**src/hdl/cvms_pkg.sv**
```systemverilog
`timescale 1ns / 1ps
// ----------------------------------------------------------------------------
// Closest video mode select package
// Request and result payload types, register indexes and distance helpers.
// ----------------------------------------------------------------------------
package cvms_pkg;

    // Candidate mode request
    typedef struct packed {
        logic [4:0]  red_bits;
        logic [4:0]  green_bits;
        logic [4:0]  blue_bits;
        logic [13:0] mode_width;
        logic [13:0] mode_height;
        logic [9:0]  refresh_rate;
        logic        last_mode;
    } in_t;

    // Result of one mode list
    typedef struct packed {
        logic [7:0] best_index;
        logic [8:0] mode_count;
    } out_t;

    localparam int CFG_ADDR_W = 3;
    localparam int CFG_DATA_W = 14;

    localparam logic [CFG_ADDR_W-1:0] REG_RED     = 3'd0;
    localparam logic [CFG_ADDR_W-1:0] REG_GREEN   = 3'd1;
    localparam logic [CFG_ADDR_W-1:0] REG_BLUE    = 3'd2;
    localparam logic [CFG_ADDR_W-1:0] REG_WIDTH   = 3'd3;
    localparam logic [CFG_ADDR_W-1:0] REG_HEIGHT  = 3'd4;
    localparam logic [CFG_ADDR_W-1:0] REG_REFRESH = 3'd5;

    // Target of -1 marks a channel or refresh rate as don't-care
    localparam logic [5:0]  COLOR_DONT_CARE = 6'h3F;
    localparam logic [10:0] RATE_DONT_CARE  = 11'h7FF;
    localparam logic [5:0]  COLOR_SAT       = 6'd63;

    localparam int COLOR_W = 6;
    localparam int SIZE_W  = 29;
    // Rate key: flag bit set when the target is don't-care (all-ones minus rate)
    localparam int RATE_W  = 13;

    // |depth - target| for one channel, zero when the target is don't-care
    function automatic logic [6:0] color_term(input logic [4:0] depth,
                                              input logic [5:0] target);
        logic [7:0] diff;
        logic [7:0] mag;
        diff = {3'b000, depth} - {{2{target[5]}}, target};
        mag  = diff[7] ? (8'd0 - diff) : diff;
        if (target == COLOR_DONT_CARE) begin
            return 7'd0;
        end
        return mag[6:0];
    endfunction

    // |a - b| of two unsigned 14-bit values
    function automatic logic [13:0] size_term(input logic [13:0] a,
                                              input logic [13:0] b);
        logic [14:0] diff;
        logic [14:0] mag;
        diff = {1'b0, a} - {1'b0, b};
        mag  = diff[14] ? (15'd0 - diff) : diff;
        return mag[13:0];
    endfunction

endpackage

```
**src/hdl/closest_video_mode_select.sv**
```systemverilog
`timescale 1ns / 1ps
// ----------------------------------------------------------------------------
// Closest video mode select
// Streams candidate display modes and reports the index of the closest match
// to the configured target mode when the last mode of a list arrives.
// ----------------------------------------------------------------------------
// A last mode moves through the stage 1 and stage 2 registers into the result register.
// Throughput: one mode per cycle while no last mode is held back; the compare against
//   the held best fit feeds the best-fit registers, squarings sit one stage ahead of it.
// A result waiting at m_ stalls a following last mode and the modes behind it; earlier modes flow.
// Reset (aresetn low, synchronous): pipeline and list state cleared, targets
//   return to don't-care colour and refresh, zero width and height.
// ----------------------------------------------------------------------------
module closest_video_mode_select #(
    parameter int MAX_MODES = 256
) (
    input  logic                               aclk,
    input  logic                               aresetn,
    // configuration
    input  logic                               cfg_we,
    input  logic [cvms_pkg::CFG_ADDR_W-1:0]    cfg_addr,
    input  logic [cvms_pkg::CFG_DATA_W-1:0]    cfg_wdata,
    // mode requests
    input  logic                               s_valid,
    output logic                               s_ready,
    input  cvms_pkg::in_t                      s_data,
    // results
    output logic                               m_valid,
    input  logic                               m_ready,
    output cvms_pkg::out_t                     m_data
);

    localparam int CNT_W = $clog2(MAX_MODES + 1);
    localparam int POS_W = $clog2(MAX_MODES);
    localparam logic [CNT_W-1:0] CNT_MAX = CNT_W'(MAX_MODES);

    // ------------------------------------------------------------------
    // Configuration registers
    // ------------------------------------------------------------------
    logic [5:0]  cfg_red_reg, cfg_green_reg, cfg_blue_reg;
    logic [13:0] cfg_width_reg, cfg_height_reg;
    logic [10:0] cfg_refresh_reg;

    always_ff @(posedge aclk) begin
        if (!aresetn) begin
            cfg_red_reg     <= cvms_pkg::COLOR_DONT_CARE;
            cfg_green_reg   <= cvms_pkg::COLOR_DONT_CARE;
            cfg_blue_reg    <= cvms_pkg::COLOR_DONT_CARE;
            cfg_width_reg   <= '0;
            cfg_height_reg  <= '0;
            cfg_refresh_reg <= cvms_pkg::RATE_DONT_CARE;
        end else if (cfg_we) begin
            case (cfg_addr)
                cvms_pkg::REG_RED:     cfg_red_reg     <= cfg_wdata[5:0];
                cvms_pkg::REG_GREEN:   cfg_green_reg   <= cfg_wdata[5:0];
                cvms_pkg::REG_BLUE:    cfg_blue_reg    <= cfg_wdata[5:0];
                cvms_pkg::REG_WIDTH:   cfg_width_reg   <= cfg_wdata[13:0];
                cvms_pkg::REG_HEIGHT:  cfg_height_reg  <= cfg_wdata[13:0];
                cvms_pkg::REG_REFRESH: cfg_refresh_reg <= cfg_wdata[10:0];
                default: ;  // drop writes to unmapped indexes
            endcase
        end
    end

    // ------------------------------------------------------------------
    // Handshake: each stage advances when the one after it is free.
    // Only a last mode needs the result register, so a waiting result
    // holds back a last mode and the modes queued behind it.
    // ------------------------------------------------------------------
    logic s1_valid_reg, s2_valid_reg, m_valid_reg;
    logic s2_last_reg;
    logic out_free, fire3, s2_free, fire2, s1_free;

    assign out_free = !m_valid_reg || m_ready;
    assign fire3    = s2_valid_reg && (!s2_last_reg || out_free);
    assign s2_free  = !s2_valid_reg || fire3;
    assign fire2    = s1_valid_reg && s2_free;
    assign s1_free  = !s1_valid_reg || fire2;
    assign s_ready  = s1_free;

    // ------------------------------------------------------------------
    // Stage 1: request register
    // ------------------------------------------------------------------
    cvms_pkg::in_t s1_data_reg;

    always_ff @(posedge aclk) begin
        if (!aresetn) begin
            s1_valid_reg <= 1'b0;
        end else if (s1_free) begin
            s1_valid_reg <= s_valid;
        end
    end

    always_ff @(posedge aclk) begin
        if (s_valid && s1_free) begin
            s1_data_reg <= s_data;
        end
    end

    // ------------------------------------------------------------------
    // Stage 2: distance keys (colour sum, squared size, rate key)
    // ------------------------------------------------------------------
    logic [6:0]  c_red, c_green, c_blue;
    logic [7:0]  c_sum;
    logic [cvms_pkg::COLOR_W-1:0] c_dist;
    logic [13:0] d_w, d_h;
    logic [27:0] sq_w, sq_h;
    logic [cvms_pkg::SIZE_W-1:0]  s_dist;
    logic [12:0] r_diff;
    logic [11:0] r_mag;
    logic [cvms_pkg::RATE_W-1:0]  r_key;

    always_comb begin
        c_red   = cvms_pkg::color_term(s1_data_reg.red_bits, cfg_red_reg);
        c_green = cvms_pkg::color_term(s1_data_reg.green_bits, cfg_green_reg);
        c_blue  = cvms_pkg::color_term(s1_data_reg.blue_bits, cfg_blue_reg);
        c_sum   = 8'(c_red) + 8'(c_green) + 8'(c_blue);
        // saturate at the key width
        c_dist  = (c_sum > 8'(cvms_pkg::COLOR_SAT)) ? cvms_pkg::COLOR_SAT : c_sum[5:0];

        d_w    = cvms_pkg::size_term(s1_data_reg.mode_width, cfg_width_reg);
        d_h    = cvms_pkg::size_term(s1_data_reg.mode_height, cfg_height_reg);
        sq_w   = 28'(d_w) * 28'(d_w);
        sq_h   = 28'(d_h) * 28'(d_h);
        s_dist = cvms_pkg::SIZE_W'(sq_w) + cvms_pkg::SIZE_W'(sq_h);

        r_diff = {3'b000, s1_data_reg.refresh_rate} - {{2{cfg_refresh_reg[10]}},
                                                        cfg_refresh_reg};
        r_mag  = r_diff[12] ? 12'(13'd0 - r_diff) : r_diff[11:0];
        // Don't-care target: all-ones minus rate keeps its order in 13 bits
        // and always ranks behind any plain difference.
        if (cfg_refresh_reg == cvms_pkg::RATE_DONT_CARE) begin
            r_key = {3'b111, ~s1_data_reg.refresh_rate};
        end else begin
            r_key = {1'b0, r_mag};
        end
    end

    logic [cvms_pkg::COLOR_W-1:0] s2_color_reg;
    logic [cvms_pkg::SIZE_W-1:0]  s2_size_reg;
    logic [cvms_pkg::RATE_W-1:0]  s2_rate_reg;

    always_ff @(posedge aclk) begin
        if (!aresetn) begin
            s2_valid_reg <= 1'b0;
        end else if (s2_free) begin
            s2_valid_reg <= fire2;
        end
    end

    always_ff @(posedge aclk) begin
        if (fire2) begin
            s2_color_reg <= c_dist;
            s2_size_reg  <= s_dist;
            s2_rate_reg  <= r_key;
            s2_last_reg  <= s1_data_reg.last_mode;
        end
    end

    // ------------------------------------------------------------------
    // Stage 3: compare against the held best fit, count, emit on last
    // ------------------------------------------------------------------
    logic                          have_best_reg, have_best_next;
    logic [cvms_pkg::COLOR_W-1:0]  best_color_reg, best_color_next;
    logic [cvms_pkg::SIZE_W-1:0]   best_size_reg, best_size_next;
    logic [cvms_pkg::RATE_W-1:0]   best_rate_reg, best_rate_next;
    logic [POS_W-1:0]              best_pos_reg, best_pos_next;
    logic [CNT_W-1:0]              seen_cnt_reg, seen_cnt_next;
    logic                          m_valid_next;
    cvms_pkg::out_t                m_data_reg, m_data_next;
    logic                          counted, better;
    logic [31:0]                   pos_wide, cnt_wide;

    always_comb begin
        have_best_next  = have_best_reg;
        best_color_next = best_color_reg;
        best_size_next  = best_size_reg;
        best_rate_next  = best_rate_reg;
        best_pos_next   = best_pos_reg;
        seen_cnt_next   = seen_cnt_reg;
        m_valid_next    = m_valid_reg && !m_ready;
        m_data_next     = m_data_reg;

        counted = seen_cnt_reg < CNT_MAX;
        better  = !have_best_reg
               || (s2_color_reg < best_color_reg)
               || (s2_color_reg == best_color_reg && s2_size_reg < best_size_reg)
               || (s2_color_reg == best_color_reg && s2_size_reg == best_size_reg
                   && s2_rate_reg < best_rate_reg);

        if (fire3 && counted) begin
            // strict less-than: ties hold the earlier mode
            if (better) begin
                have_best_next  = 1'b1;
                best_color_next = s2_color_reg;
                best_size_next  = s2_size_reg;
                best_rate_next  = s2_rate_reg;
                best_pos_next   = seen_cnt_reg[POS_W-1:0];
            end
            seen_cnt_next = seen_cnt_reg + CNT_W'(1);
        end

        pos_wide = 32'(best_pos_next);
        cnt_wide = 32'(seen_cnt_next);

        if (fire3 && s2_last_reg) begin
            m_valid_next           = 1'b1;
            m_data_next.best_index = pos_wide[7:0];
            m_data_next.mode_count = cnt_wide[8:0];
            // clear list state for the next list
            have_best_next = 1'b0;
            best_pos_next  = '0;
            seen_cnt_next  = '0;
        end
    end

    always_ff @(posedge aclk) begin
        if (!aresetn) begin
            have_best_reg <= 1'b0;
            best_pos_reg  <= '0;
            seen_cnt_reg  <= '0;
            m_valid_reg   <= 1'b0;
        end else begin
            have_best_reg <= have_best_next;
            best_pos_reg  <= best_pos_next;
            seen_cnt_reg  <= seen_cnt_next;
            m_valid_reg   <= m_valid_next;
        end
    end

    always_ff @(posedge aclk) begin
        best_color_reg <= best_color_next;
        best_size_reg  <= best_size_next;
        best_rate_reg  <= best_rate_next;
        m_data_reg     <= m_data_next;
    end

    assign m_valid = m_valid_reg;
    assign m_data  = m_data_reg;

    // ------------------------------------------------------------------
    // Assertions
    // ------------------------------------------------------------------
    // a new result only follows a last mode leaving the compare stage
    a_result_from_last: assert property (@(posedge aclk) disable iff (!aresetn)
        $rose(m_valid_reg) |-> $past(s2_valid_reg && s2_last_reg))
        else $error("result appeared without a last mode");

    // mode counter saturates at MAX_MODES
    a_count_bound: assert property (@(posedge aclk) disable iff (!aresetn)
        seen_cnt_reg <= CNT_MAX)
        else $error("mode counter passed MAX_MODES");

    // a held best fit exists exactly when the list has counted modes
    a_best_tracks_count: assert property (@(posedge aclk) disable iff (!aresetn)
        have_best_reg == (seen_cnt_reg != '0))
        else $error("best fit flag out of step with mode count");

    // held best position lies inside the counted part of the list
    a_pos_in_list: assert property (@(posedge aclk) disable iff (!aresetn)
        have_best_reg |-> (CNT_W'(best_pos_reg) < seen_cnt_reg))
        else $error("best position beyond mode count");

endmodule
```
**config.mk**
```make
export PLATFORM = sky130hd
export DESIGN_NAME = closest_video_mode_select
export DESIGN_NICKNAME = d
export VERILOG_FILES = /design/src/hdl/cvms_pkg.sv /design/src/hdl/closest_video_mode_select.sv
export SDC_FILE = /design/constraint.sdc
export NUM_CORES = 1
export LEC_CHECK = 0
export BUFFER_PORTS_ARGS = -buffer_cell sky130_fd_sc_hd__buf_2
export CAP_MARGIN = 5
export CORE_MARGIN = 2
export CORE_UTILIZATION = 47
export CTS_CLUSTER_DIAMETER = 200
export DETAILED_ROUTE_END_ITERATION = 16
export GPL_ROUTABILITY_DRIVEN = 0
export SYNTH_ARGS = -nofsm -noshare
export SYNTH_HDL_FRONTEND = slang
export SYNTH_SLANG_ARGS = --single-unit
```
**constraint.sdc**
```tcl
create_clock -name aclk -period 21.9 [get_ports aclk]
set_clock_uncertainty 0.2 [all_clocks]
set_input_delay 2.19 -clock aclk [delete_from_list [all_inputs] [get_ports aclk]]
set_output_delay 2.19 -clock aclk [all_outputs]
set_load 0.005 [all_outputs]
```
==> metrics.md <==
| Metric | Value |
|---|---|
| Crit-path most repeated cell | fa_1 |
| HP Class | flip-flop to flip-flop |
| Cell family with most CP delay | adder cells |
| Die W | 232 um |
| Mean Syn Cell Area | 9.89 um2 |
| Die height | 232 um |
| Die area | 53900 um2 |
| WL/cell | 17.1 um |
| Initial Utilization | 47.6% |
| Largest register FFs | 54 |
| Clock Latency Late Sink | 0.55 ns |
| Row count | 83 |
| Syn Inst Count | 2474 |
| Post-DP HPWL | 46.4 mm |
| Antenna-violating nets left | 0 |
| Post-cts sizing count | 0 |
| Crit Path Category | flip-flop to flip-flop |
| Post-route clock period utilization | between 40% and 50% |
| Final setup TNS | 0 ns |
| Area fraction of the dominant cell type after synthesis | between 20% and 30% |
| Num CTS Buffers | 27 |
| Number of synthesized register bits | about 250 |
| CP peak stage delay | 0.65 ns |
| DR iter-0 viols | 822 |
| Buffers on Ports | 94 |
| Clock Path Buffers | 3 |
| Vias in the first global route | roughly 18k |
| Distinct cells, synth | 75 |
| Layout cells sized above 1 | 8.55% |
| RSZ-0062 raised after global routing | false |
| Post-synth EDFFs | 168 |
| H-tree Lvls | 1 |
| Clk slew on worst S/H paths | 0.06 ns |
| CP Launch Type | flip-flop |
| Critical path data required time | ~22 ns |
| Ant diodes | 0 |
| Post-synth top area cell | fa_1 |
| Largest cells by area after synthesis | fa_1 25%, edfxtp_1 21%, ha_1 13% |
| Slew Viols, Final | 0 |
| # hold bufs at CTS | 0 |
| Avg Vias per Cell | 5.08 |
| Relative slew slack | 26.2% |
| TritonCTS clock tree | done |
| Remaining DRCs | 0 |
| Postcts setup bufs | 0 |
| Setup violations, final | 0 |
| Synth Flop Type | edfxtp_1 |
| Vias | 16.7k |
| First-pass GRT wire length | 91.7 mm |
| WP data arrival | 11.01 ns |
| Commonest non-fill, non-tap cell in the layout | inv_1 |
| Largest net degree at the start of global routing | 62 |
| CP Capture Type | flip-flop |
| Critical path buffers and inverters | 9 |
| Mapped cell area | 24500 um2 |
| Sequential fraction of the synthesis area | 27.0% |
| Max FO, Critical Path | 14 |
| Worst-Margin Slew | 1.11 ns |
| Final Hold Fails | 0 |
| Total I/O pin count | 95 |
| Nets | 3221 |
| Fin crit period | 10.91 ns |
| Most frequent cells in the layout | 581 x inv_1, 307 x fa_1, 251 x ha_1, 220 x nand2_1, 168 x edfxtp_1 |
| Total track usage | 21.7% |
| Antenna violations before repair | 0 |
| Sink Count | between 200 and 250 |
| Core ar. | 51400 um2 |
| Layout area overhead | 9.28% |
| Status | finished, final reports clean |
| Max-Cap Viols | 0 |
| Yosys Warn Count | 0 |
| Max Clock Freq | 91.6 MHz |
| Pre-Repair DR Iteration Count | 4 |
| GRT overflow | 0 |
| Root Buffer | clkbuf_16 |
| Crit-path slowest cell | xor2_1 |
| Synth async-reset ratio | 0% |
| Routed wire length | between 50 and 60 mm |
-- per-stage QoR --
stage	utilization [%]	std cells	cell area, um2	setup slack, ns	hold WS (ns)
floorplan	-	2476	24500	12.34	0.200
global placement	50.3	3238	25800	11.33	0.213
detailed placement	50.3	3238	25800	11.05	0.211
CTS	52.0	3288	26700	11.03	0.226
global route	52.0	3288	26700	10.39	0.258
finish	52.0	3288	26700	10.99	0.227
-- cell usage after synthesis, types with 3 or more instances --
cell,n
nand4_1,22
o31a_1,4
inv_2,3
mux2i_1,24
a31oi_1,8
and3_1,7
edfxtp_1,168
nor2_1,160
or2_2,10
o31ai_1,3
dfxtp_1,78
mux2_2,13
xnor2_1,84
nor3_1,24
xor2_1,41
nand3_1,21
o21ai_1,5
a21oi_1,72
a211oi_1,12
o21bai_1,7
a21boi_0,32
xnor2_2,3
fa_1,307
clkinv_1,5
or3_1,13
or2_1,4
clkbuf_1,31
or4_1,6
nand2_1,221
buf_2,6
o211ai_1,16
nor2_2,12
inv_1,581
and2_1,5
nand2b_1,29
o21ai_0,37
ha_1,251
a21o_1,43
nor2b_1,39
o21a_1,25
a211o_1,4
-- metal layers --
metal | routed length (um) | up-vias | track usage (%)
met5 | 0 | - | 0
met2 | 26600 | 331 | 36.4
met4 | 1740 | 0 | 6.11
met3 | 2580 | 100 | 3.30
met1 | 25300 | 8225 | 29.2
li1 | - | 8042 | -
-- path summary, 6_finish.rpt --
| check | start | endpoint | slack (ns) | cells after the start |
|---|---|---|---|---|
| max | s1_data_reg[25]$_DFFE_PP_ | s2_size_reg[27]$_DFFE_PP_ | 10.99 | 37 |
| min | s1_data_reg[0]$_DFFE_PP_ | s2_last_reg$_DFFE_PP_ | 0.23 | 0 |
| min reg2reg | s1_data_reg[0]$_DFFE_PP_ | s2_last_reg$_DFFE_PP_ | 0.23 | 0 |
| max reg2reg | s1_data_reg[25]$_DFFE_PP_ | s2_size_reg[27]$_DFFE_PP_ | 10.99 | 37 |
-- layout make-up --
type                       count  area (um2)
multi-input combinational   1601       15500
clock inverter                10        70.1
inverter                     590        2220
clock buffer                  40         817
sequential                   246        6610
fill                        4686       24700
timing repair buffer         121         673
tap                          680         851
-- cells by family (layout without fill, tap and decap cells) --
kind of cell | Yosys count | in the layout | synth area share (%)
adder cells (fa/ha/maj) | 558 | 558 | 38.0
multiplexers | 37 | 37 | 1.58
XOR/XNOR | 129 | 129 | 4.74
flip-flops | 246 | 246 | 27.0
other | 1 | 3 | 0.0153
buffers and inverters | 629 | 761 | 9.74
AND/OR/NAND/NOR | 584 | 584 | 10.9
AO/OA/AOI/OAI | 290 | 290 | 8.05
Power is not shown: default switching activity piles up to over one toggle a cycle in this logic, so the estimate is an artifact.
